[src/rtl/iev_div.sv]
// Pipelined restoring divider, one quotient bit per stage, tag carried alongside.
// Needs num_i < den_i * 2^Q_W. Standalone, no package.
`default_nettype none

module iev_div #(
  parameter int DEN_W = 25,
  parameter int Q_W   = 15,
  parameter int TAG_W = 1
) (
  input  logic                   clk_i,
  input  logic                   rst_ni,
  input  logic                   en_i,
  input  logic                   valid_i,
  input  logic [DEN_W+Q_W-1:0]   num_i,
  input  logic [DEN_W-1:0]       den_i,
  input  logic [TAG_W-1:0]       tag_i,
  output logic                   valid_o,
  output logic [Q_W-1:0]         quo_o,
  output logic [TAG_W-1:0]       tag_o
);

  localparam int N_W = DEN_W + Q_W;

  logic             vld_q [Q_W];
  logic [N_W-1:0]   rem_q [Q_W];
  logic [DEN_W-1:0] den_q [Q_W];
  logic [Q_W-1:0]   quo_q [Q_W];
  logic [TAG_W-1:0] tag_q [Q_W];

  for (genvar k = 0; k < Q_W; k++) begin : g_stage
    localparam int B = Q_W - 1 - k;
    logic             vld_p;
    logic [N_W-1:0]   rem_p;
    logic [N_W-1:0]   sub;
    logic [DEN_W-1:0] den_p;
    logic [Q_W-1:0]   quo_p;
    logic [Q_W-1:0]   quo_d;
    logic [TAG_W-1:0] tag_p;
    logic             ge;

    if (k == 0) begin : g_first
      assign vld_p = valid_i;
      assign rem_p = num_i;
      assign den_p = den_i;
      assign quo_p = '0;
      assign tag_p = tag_i;
    end else begin : g_next
      assign vld_p = vld_q[k-1];
      assign rem_p = rem_q[k-1];
      assign den_p = den_q[k-1];
      assign quo_p = quo_q[k-1];
      assign tag_p = tag_q[k-1];
    end

    assign sub = N_W'(den_p) << B;
    assign ge  = rem_p >= sub;

    always_comb begin
      quo_d    = quo_p;
      quo_d[B] = ge;
    end

    always_ff @(posedge clk_i or negedge rst_ni) begin
      if (!rst_ni) begin
        vld_q[k] <= 1'b0;
      end else if (en_i) begin
        vld_q[k] <= vld_p;
      end
    end

    always_ff @(posedge clk_i) begin
      if (en_i) begin
        rem_q[k] <= ge ? (rem_p - sub) : rem_p;
        den_q[k] <= den_p;
        quo_q[k] <= quo_d;
        tag_q[k] <= tag_p;
      end
    end
  end

  assign valid_o = vld_q[Q_W-1];
  assign quo_o   = quo_q[Q_W-1];
  assign tag_o   = tag_q[Q_W-1];

endmodule

`default_nettype wire

[config.mk]
export PLATFORM = sky130hd
export DESIGN_NAME = iev_div
export DESIGN_NICKNAME = d
export VERILOG_FILES = /design/src/rtl/iev_div.sv
export SDC_FILE = /design/constraint.sdc
export NUM_CORES = 2
export LEC_CHECK = 0
export BUFFER_PORTS_ARGS = -buffer_cell sky130_fd_sc_hd__buf_2
export CAP_MARGIN = 0
export CORE_MARGIN = 2
export CORE_UTILIZATION = 36
export DETAILED_ROUTE_END_ITERATION = 16
export SLEW_MARGIN = 0
export SYNTH_ARGS = -nofsm -noshare
export SYNTH_HDL_FRONTEND = slang
export SYNTH_SLANG_ARGS = --single-unit
[constraint.sdc]
create_clock -name clk_i -period 4 [get_ports clk_i]
set_clock_uncertainty 0.05 [all_clocks]
set_input_delay 0.4 -clock clk_i [delete_from_list [all_inputs] [get_ports clk_i]]
set_output_delay 0.4 -clock clk_i [all_outputs]
set_load 0.02 [all_outputs]
==> out/results.ini <==
[routing]
drt_pass1_iterations=6
vias_per_cell=5.057
drt_drc_violations_left=0
avgRoutedWirePerCell_um=15.91
drt_wl_total_um=120100
drtAntennaViolNets=0
drt-initial-drc-count=2122
vias=38190

[cts]
h-tree-depth=3
cts_clk_pin_slew_worst_paths_ns=0.06
tritoncts_buffer_count=118
cts_root_buf=clkbuf_16
clock_latency_ns=0.74
clock_path_buffers=3
tritoncts=done
cts.sink_count=1060

[min_path]
hold_start=en_i
min_delay_worst_type=input pin to flop
min_delay_path_depth=1
timing.hold.worst_endpoint=den_q[1][0]

[timing]
minimum_clock_period_after_layout_ns=3.832
hold_viol=0
timing_worst_slew_pin_value_ns=0.8081
finalSetupTns_ns=0
maxClockFrequency_mhz=260.9
final_period_utilization_pct=95.81
setup_viol_count_final=0
grt_setup_unrepaired=false
finalMaxSlewViolations=0
slew-limit-headroom_pct=46.12

[global_routing]
grt_start_max_net_pins=117
grtUsageTotal_pct=14.62
wire_length_of_the_first_global_routing_pass_um=194000
first_global_vias=38430
overflow=0
antenna_found_initial=0

[worst_setup_path]
setup.reg_to_reg.worst_slack_ns=0.17
crit_path_end_kind=flop
crit_path_start_kind=flop
crit_slowest_cell=a2111oi_1
critical-path-top-cell-by-count=inv_1
largest_driver_fanout_on_the_critical_path=3
reg2regPathDepth=13
critical_path.reg2reg.endpoint=rem_q[0][239]
worstPathCellList=inv_1, ha_1, inv_1, fa_1, a21oi_1, o21bai_1, a2111oi_1, o21ai_0, a31oi_1, nor2_1, a21o_1, a2111o_1, xnor2_1
critical_path_arrival_ns=4.26
critPathRequiredTime_ns=4.43
critical_path_class=flop to flop
reg2reg_from=rem_q[0][169]
worst_setup_path_startpoint=rem_q[0][169]
cpPeakStageDelay_ns=0.65

[final_layout]
final_core_utilization_pct=41.27
fillerInstances=15020
final_layout_size_suffix_gt1_share_pct=9.588
sequential_standard_cell_area_um2=31760
multi_input_comb_area_um2=23840
number_of_nets_in_the_finished_design=5824
flow.area_growth_from_synthesis_pct=14.31
number_of_diodes_added_for_antenna_fixing=0

[synth]
synth-seq-area-share_pct=54.97
synthesis.area_per_instance_um2=11.35
netlist_top_cells_count=1,045 x edfxtp_1, 465 x inv_1, 404 x a21oi_1, 382 x nand2_1, 375 x ha_1
asyncSetResetFlopFracSynth_pct=1.415
yosysUniqueCellTypes=102
synth_most_common_cell=edfxtp_1
yosysTopAreaCellShare_pct=54.32
synthesis.area_um2=57770
synth-main-ff-cell=edfxtp_1
synthesis.nets=5550
biggest_area_contributors_in_the_synthesized_netlist=edfxtp_1 54%, ha_1 8.1%, a21oi_1 3.5%, xnor2_1 3.1%, o21ai_0 3.1%
yosys_warnings=0
ys_seq_elements=1060
netlist_instances=5091
post-synth-top-area-cell=edfxtp_1
number_of_synthesized_flops_with_an_enable_pin=1045

[floorplan]
placement_rows=147
die_width_um=404.6
die_height_um=404.6
core-area_um2=160000
design.die.area_um2=163700
num_io_pins=87
initial_utilization_pct=36.10

[placed_design]
io_buffer_count=86
routability_cong=0.9410
place_hpwl_um=91790

[run_status]
run_status=complete, no violations

[pwr]
power_per_cell_area_nw_per_um2=694.3
totalPowerFinal_mw=45.85
p_leak_nw=25.70
max-vdd-ir-drop_v=0.0004015

[run]
maximum_capacitance_violations=0

## sequential cells by signal, indices dropped and copies added (netlist names)
register       flops
den_q            350
g_stage.vld_p     14
quo_q            120
rem_q            560
tag_q             15
valid_o            1
## per-stage QoR
step           worst slack, ns  hold WS, ns  cells  instance area, µm²
3_5_place_dp            0.1981       0.2669   7262               61440
4_1_cts                 0.1957       0.1574   7551               66040
5_1_grt                0.03261       0.1843   7551               66040
2_1_floorplan           0.7454      0.05441   5091               57770
3_3_place_gp            0.1503       0.2590   7262               61440
6_report                0.1676       0.2203   7551               66040
## area by class of cell
cell class | count | area share [%]
clock buffer | 150 | 4.845
inverter | 469 | 2.670
multi-input combinational | 3448 | 36.10
clock inverter | 70 | 1.067
timing repair buffer | 268 | 3.282
tap | 2086 | 3.952
sequential | 1060 | 48.09
## worst max-delay path: cells and delay by family, from the launching register on
kind	cells	cell delay [ns]
flops	1	0.38
compound gates	7	2.21
buf+inv	2	0.12
fa+ha+maj	2	0.56
xor+xnor	1	0.13
simple gates	1	0.12
## report_power, final
part	internal [mW]	switching [mW]
Sequential	15.9	1.54
Clock	6.30	4.39
Combinational	7.81	9.94
Total	30.0	15.9
## layer usage
metal	global-route usage [%]	wire length, µm	up-vias	share of wire [%]
met5	0	0	-	0
met4	7.319	6237	0	5.2
met1	15.10	46220	17730	38
li1	-	-	19360	-
met3	2.151	3644	338	3.0
met2	28.38	64010	762	53
## layout by cell type (no fill, tap or decap), types with 25 or more instances in the layout
cell type      count
a31oi_1           33
inv_1            465
a21o_1           144
o21ai_0          353
edfxtp_1        1045
clkinv_2          25
buf_2             85
nor3_1            82
nand4_1           64
xor2_1           169
and3_1            34
or3_1             30
nor2b_1           62
o21a_1            61
o211ai_1          32
a211oi_1          40
a21oi_1          403
clkbuf_1          25
buf_4             98
clkbuf_16        123
nand3_1           80
nor2_1           316
nor4_1            49
xnor2_1          206
ha_1             375
nand2_1          382
mux2_2            82
dlygate4sd3_1     69
o21bai_1          39
o31ai_1           32
nand2b_1          54
## worst max-delay path by stage
stage / endpoint / slack, ns / depth (start not counted)
2_1_floorplan: rem_q[0][239] / 0.75 / 13
3_3_place_gp: rem_q[0][239] / 0.15 / 13
3_5_place_dp: rem_q[0][239] / 0.20 / 13
4_1_cts: rem_q[0][239] / 0.20 / 13
5_1_grt: rem_q[1][113] / 0.03 / 13
6_report: rem_q[0][239] / 0.17 / 13
## timing repair
item | CTS | global route
resized for setup | 0 | 0
hold buffers | 69 | 0
hold endpoints to repair | 82 | 0
setup buffers | 0 | 0
## cell families (layout without fill, tap and decap cells)
logic type | after synthesis | in the layout | share of synthesized area [%]
buf+inv | 583 | 957 | 3.881
compound gates | 1314 | 1314 | 14.18
mux | 89 | 89 | 1.772
flops | 1060 | 1060 | 54.97
xor+xnor | 375 | 375 | 5.685
simple gates | 1281 | 1281 | 10.91
fa+ha+maj | 389 | 389 | 8.607
Note: power is estimated with default switching activity, not from simulation.
