### src/rtl/iev_sqrt.sv
// Pipelined integer square root, one root bit per stage (bit-pair method).
// V_W must be even. Standalone, no package.
`default_nettype none

module iev_sqrt #(
  parameter int V_W   = 50,
  parameter int TAG_W = 1
) (
  input  logic               clk_i,
  input  logic               rst_ni,
  input  logic               en_i,
  input  logic               valid_i,
  input  logic [V_W-1:0]     val_i,
  input  logic [TAG_W-1:0]   tag_i,
  output logic               valid_o,
  output logic [V_W/2-1:0]   root_o,
  output logic [TAG_W-1:0]   tag_o
);

  localparam int S = V_W / 2;

  logic             vld_q [S];
  logic [V_W-1:0]   val_q [S];
  logic [V_W-1:0]   res_q [S];
  logic [TAG_W-1:0] tag_q [S];

  for (genvar k = 0; k < S; k++) begin : g_stage
    localparam logic [V_W-1:0] BIT = V_W'(1) << (V_W - 2 - 2 * k);
    logic             vld_p;
    logic [V_W-1:0]   val_p;
    logic [V_W-1:0]   res_p;
    logic [TAG_W-1:0] tag_p;
    logic [V_W:0]     trial;
    logic             ge;

    if (k == 0) begin : g_first
      assign vld_p = valid_i;
      assign val_p = val_i;
      assign res_p = '0;
      assign tag_p = tag_i;
    end else begin : g_next
      assign vld_p = vld_q[k-1];
      assign val_p = val_q[k-1];
      assign res_p = res_q[k-1];
      assign tag_p = tag_q[k-1];
    end

    assign trial = (V_W+1)'(res_p) + (V_W+1)'(BIT);
    assign ge    = (V_W+1)'(val_p) >= trial;

    always_ff @(posedge clk_i or negedge rst_ni) begin
      if (!rst_ni) begin
        vld_q[k] <= 1'b0;
      end else if (en_i) begin
        vld_q[k] <= vld_p;
      end
    end

    always_ff @(posedge clk_i) begin
      if (en_i) begin
        val_q[k] <= ge ? (val_p - trial[V_W-1:0]) : val_p;
        res_q[k] <= ge ? ((res_p >> 1) + BIT) : (res_p >> 1);
        tag_q[k] <= tag_p;
      end
    end
  end

  assign valid_o = vld_q[S-1];
  assign root_o  = res_q[S-1][S-1:0];
  assign tag_o   = tag_q[S-1];

endmodule

`default_nettype wire

### config.mk
export PLATFORM = sky130hd
export DESIGN_NAME = iev_sqrt
export DESIGN_NICKNAME = d
export VERILOG_FILES = /design/src/rtl/iev_sqrt.sv
export SDC_FILE = /design/constraint.sdc
export NUM_CORES = 2
export LEC_CHECK = 0
export ABC_AREA = 1
export CORE_MARGIN = 4
export CORE_UTILIZATION = 58
export DETAILED_ROUTE_END_ITERATION = 7
export DONT_BUFFER_PORTS = 1
export PLACE_DENSITY = 0.8
export SLEW_MARGIN = 20
export SYNTH_ARGS = -nofsm -noshare
export SYNTH_HDL_FRONTEND = slang
export SYNTH_SLANG_ARGS = --single-unit
### constraint.sdc
create_clock -name clk_i -period 2.1 [get_ports clk_i]
set_clock_uncertainty 0.1 [all_clocks]
set_input_delay 0.525 -clock clk_i [delete_from_list [all_inputs] [get_ports clk_i]]
set_output_delay 0.525 -clock clk_i [all_outputs]
set_load 0.05 [all_outputs]
==> results of run 1 <==
## cells in the mapped netlist, types with 3 or more instances
cell and count:
a211oi_1 3, a21boi_0 9, a21o_1 17, a21oi_1 356, a21oi_2 55, and2_1 17
and3_1 7, buf_2 34, buf_4 13, buf_6 28, clkbuf_1 6, dfrtp_1 25
edfxtp_1 1550, ha_1 346, inv_1 1576, inv_2 19, mux2_2 3, nand2_1 3147
nand2_2 20, nand3_1 547, nand3_2 6, nand3b_1 58, nand4_1 180, nor2_1 1110
nor2_2 36, nor2_4 6, nor3_1 130, nor3_2 6, nor3b_1 4, nor4_1 70
o211ai_1 15, o21a_1 7, o21ai_0 206, o21ai_1 70, o21ai_2 17, o21bai_1 16
or2_2 14, xnor2_1 139, xor2_1 170
## cells by family after synthesis
| group | after synthesis | synth area share |
|---|---|---|
| multiplexers | 3 | 0.000386 |
| AND/OR/NAND/NOR | 5365 | 0.254 |
| adder cells (fa/ha/maj) | 346 | 0.0495 |
| flip-flops | 1575 | 0.539 |
| buffers and inverters | 1682 | 0.0757 |
| XOR/XNOR | 309 | 0.0309 |
| AO/OA/AOI/OAI | 778 | 0.0499 |
## per-stage QoR
stage / util / instance area, um^2 / setup slack, ns / std cells / TNS, ns
after detailed placement: 0.732 / 110000 / -2.54 / 14400 / -1632.29
after floorplan: - / 89400 / -0.0561 / 10100 / -1.20
after CTS: 0.802 / 120000 / -0.492 / 14900 / -188.57
after global placement: 0.732 / 110000 / -2.39 / 14400 / -1510.74
## layer usage
metal,track usage,overflow
met5,0.246,2
met3,0.456,4
met2,0.815,69
met1,0.648,2
met4,0.568,69
## what timing repair did
action	in CTS
hold endpoints to repair	148
gates resized for setup	595
hold buffers	61
buffers inserted	142
pin swaps	161
cloned	30
endpoints found under the setup margin	1110
==> metrics, run 1 <==
Async SR Flop Fraction 0.0159; starting density of the core 0.583; IO Count 82; Post-synth EDFFs 1550; Ys Warns 0; leading area contributor after synthesis edfxtp_1; H-Tree Depth 4; dpl hpwl 223000 um; Die Width 396 um; status did not finish; top post-synthesis cells by area edfxtp_1, nand2_1, inv_1; routability cong. 1.03; Synth Net Count 10500; Synth Instances 10100; worst endpoint after global-route timing repair val_q[2][180]$_DFFE_PP_/D; clock sink count 1575; Port Buffers 0; stop err [ERROR GRT-0232] Routing congestion too high. Check the congestion heatmap in the GUI.; Synth Register Bits 1575; Synth Flop Type edfxtp_1; share of the synthesized area in the top cell type 0.532; row count 142; Tot GR Track Use 0.631; Fail Step global routing (5_1_grt); WEP type sequential cell input; Root Buffer clkbuf_16; Die Y 396 um; CTS Buf Count 162; sequential share of the synthesized area 0.539; cell area after synthesis 87500 um^2; Max clock buf depth 3; synth unique cells 54; GRT Residual Overflow 146; Syn Area/Cell 8.70 um^2; pin count of the biggest net entering global routing 234
==> run 2: changes to the inputs <==
- CORE_UTILIZATION: 58 -> 40
- PLACE_DENSITY: 0.8 -> not set
- PLACE_DENSITY_LB_ADDON: not set -> 0.15
- clock period: 2.1 -> 2.7 ns (I/O delays scaled with it)
==> run 2 against run 1 <==
The flow now finishes, with violations (setup timing). Synthesized cell count stayed put. Synthesized area stayed put.
==> metrics, run 2 <==
Final nets 11700; CP Data Required Time 3.16 ns; H-Tree Depth 4 (unchanged); reg-to-reg slack, setup -0.008 ns; max reg flops 1200; cell area after synthesis 87500 um^2 (unchanged); Synth Instances 10100 (unchanged); Async SR Flop Fraction 0.0159 (unchanged); Worst-path clk slew 0.06 ns; biggest regs val_q (1200), res_q (325), tag_q (25); Hold WS 0.152 ns; CTS Buf Count 175 (was 162); mux cell area share after synthesis 0.000386 (unchanged); simple-gate share of the synthesized area 0.254 (unchanged); Post-synth EDFFs 1550 (unchanged); Power Total 81.9 mW; status finished, violations left (was did not finish); Synth Net Count 10500 (unchanged); post-route cell area 108000 um^2; relative slew slack 0.491; endpoint class of the critical path flop; worst slew pin tran 0.763 ns; final max-slew violation count 0; Biggest register val_q; first-pass GRT wire length 444000 um; TritonCTS clock tree done; total core area 217000 um^2; Max VDD drop 0.627 mV; initial antenna violation count 4; Syn Area/Cell 8.70 um^2 (unchanged); violated checks setup timing; Post-Synth Adder-Cell Area 0.0495 (unchanged); Worst setup SP type flop; clk_lat worst skew 0.86 ns; Achievable Freq 369 MHz; final hold vios 0; Wirelength per Cell 21.3 um; Tcrit/Tclk final 1.00; routability cong. 0.982 (was 1.03); Finished Layout Cells 14300; WP data arrival 3.17 ns; IO Count 82 (unchanged); share of the synthesized area in the top cell type 0.532 (unchanged); post-route ant nets 0; Comb pwr share 0.288; Clk pwr share 0.299; Inst Count DP 13900 (was 14400); starting density of the core 0.403 (was 0.583); number of iterations in the first detailed-routing pass 6; Power Density 756 nW/um^2; routed vias/inst 5.00; Post-synth top cells nand2_1, inv_1, edfxtp_1, nor2_1, nand3_1 (unchanged); Die Y 476 um (was 396 um); top post-synthesis cells by area edfxtp_1, nand2_1, inv_1 (unchanged); CP max FO 14; xor/xnor share of the synthesized area 0.0309 (unchanged); Port Buffers 0 (unchanged); final setup fails 1; largest family of logic cells by synthesized area simple AND/OR/NAND/NOR gates (unchanged); Tot GR Track Use 0.265; clock sink count 1575 (unchanged); slack of the critical path -0.00783 ns; Ys Warns 0 (unchanged); dpl cell area 98900 um^2 (was 110000 um^2); Synth Flop Type edfxtp_1 (unchanged); number of global-route vias before repair 70600; max-capacitance violation count 0; leakage power 47.9 nW; internal power 54.1 mW; most common cell after layout, fill and taps aside nand2_1; # DRC 0; setup TNS -0.00783 ns; WS Path Type flop to flop; Tmin final 2.71 ns; Synth Area in Compound Gates 0.0499 (unchanged); layout cell share with drive strength beyond 1 0.164; Total Wirelength 305000 um; dpl hpwl 250000 um (was 223000 um); Max clock buf depth 3 (unchanged); synth unique cells 54 (unchanged); row count 171 (was 142); Syn-to-layout area delta 23.8%; via count 71600; Synth Register Bits 1575 (unchanged); die footprint 226000 um^2; GRT Residual Overflow 0; switching power 27.7 mW; Root Buffer clkbuf_16 (unchanged); drt first-iter violations 5345; leading area contributor after synthesis edfxtp_1 (unchanged); register share of total power 0.413; RSZ-0062 raised after global routing true; sw frac 0.339; Hold Crit Class input pin to flop; most frequent cells in the layout nand2_1, inv_1, edfxtp_1; pin count of the biggest net entering global routing 90; sequential share of the synthesized area 0.539 (unchanged); top-count cell post-synth nand2_1 (unchanged); Die Width 476 um (was 396 um)
[run 2: repair_timing]
action | CTS | global route
setup buffers | 35 | 50
gates resized for setup | 161 | 264
endpoints found under the setup margin | 319 | 409
gates cloned | 6 | 6
hold buffers | 55 | 0
endpoints found under the hold margin | 78 | 0
pin swaps | 14 | 36
[run 2: layout make-up]
class                   count  area (um^2)
well taps                2854         3570
clock buffers             214         4540
flip-flops and latches   1575        47200
multi-input cells        6803        35800
repair inverters            2         22.5
repair buffers           1157         9750
inverters                1599         6060
fillers                 20600       109000
clock inverters           112         1460
diodes                      4         10.0
[run 2: cells by family (layout without fill, tap and decap cells)]
family | after synthesis | after routing
adder cells (fa/ha/maj) | 346 | 346
XOR/XNOR | 309 | 309
AO/OA/AOI/OAI | 778 | 778
multiplexers | 3 | 3
flip-flops | 1575 | 1575
AND/OR/NAND/NOR | 5365 | 5367
other | 0 | 4
buffers and inverters | 1682 | 3084
[run 2: critical path, cell delays in order, from the launching register on]
cell and delay [ns]:
edfxtp_1 0.39, nor2_2 0.62, nand4_1 0.27, buf_12 0.19
nor2_2 0.12, nand2_1 0.12, nand2_4 0.12, nor2_4 0.06
buf_12 0.15, buf_4 0.14, nand2_1 0.05, nand2_1 0.07
[run 2: metrics by stage]
stage	setup slack, ns	utilization
6_report	-0.00783	0.498
5_1_grt	-0.0298	0.498
2_1_floorplan	0.460	-
3_3_place_gp	-1.82	0.455
4_1_cts	-0.0992	0.490
3_5_place_dp	-0.680	0.455
[run 2: final timing paths]
path / start / endpoint / depth (start not counted)
worst max-delay path: val_q[1][353] / val_q[2][16] / 11
min in group asynchronous: rst_ni / g_stage[7].vld_p / 2
worst min register to register: val_q[0][331] / val_q[0][381] / 0
worst max register to register: val_q[1][353] / val_q[2][16] / 11
worst min-delay path: en_i / val_q[1][382] / 1
max in group asynchronous: rst_ni / g_stage[24].vld_p / 2
[run 2: layer usage]
| metal | track usage | share of wire |
|---|---|---|
| met2 | 0.488 | 0.51 |
| met3 | 0.0278 | 0.037 |
| met1 | 0.300 | 0.38 |
| met4 | 0.146 | 0.067 |
| met5 | 0 | 0 |
[run 2: power groups by stage]
stage / Sequential (mW) / Combinational, mW / Clock (mW)
floorplan: 32.4 / 12.6 / 0
detailed placement: 34.2 / 22.3 / 0
global route: 34.0 / 26.1 / 26.2
finish: 33.8 / 23.6 / 24.5
global placement: 34.2 / 22.3 / 0
CTS: 33.7 / 22.7 / 25.1
Power figures use the tool's default switching activity.
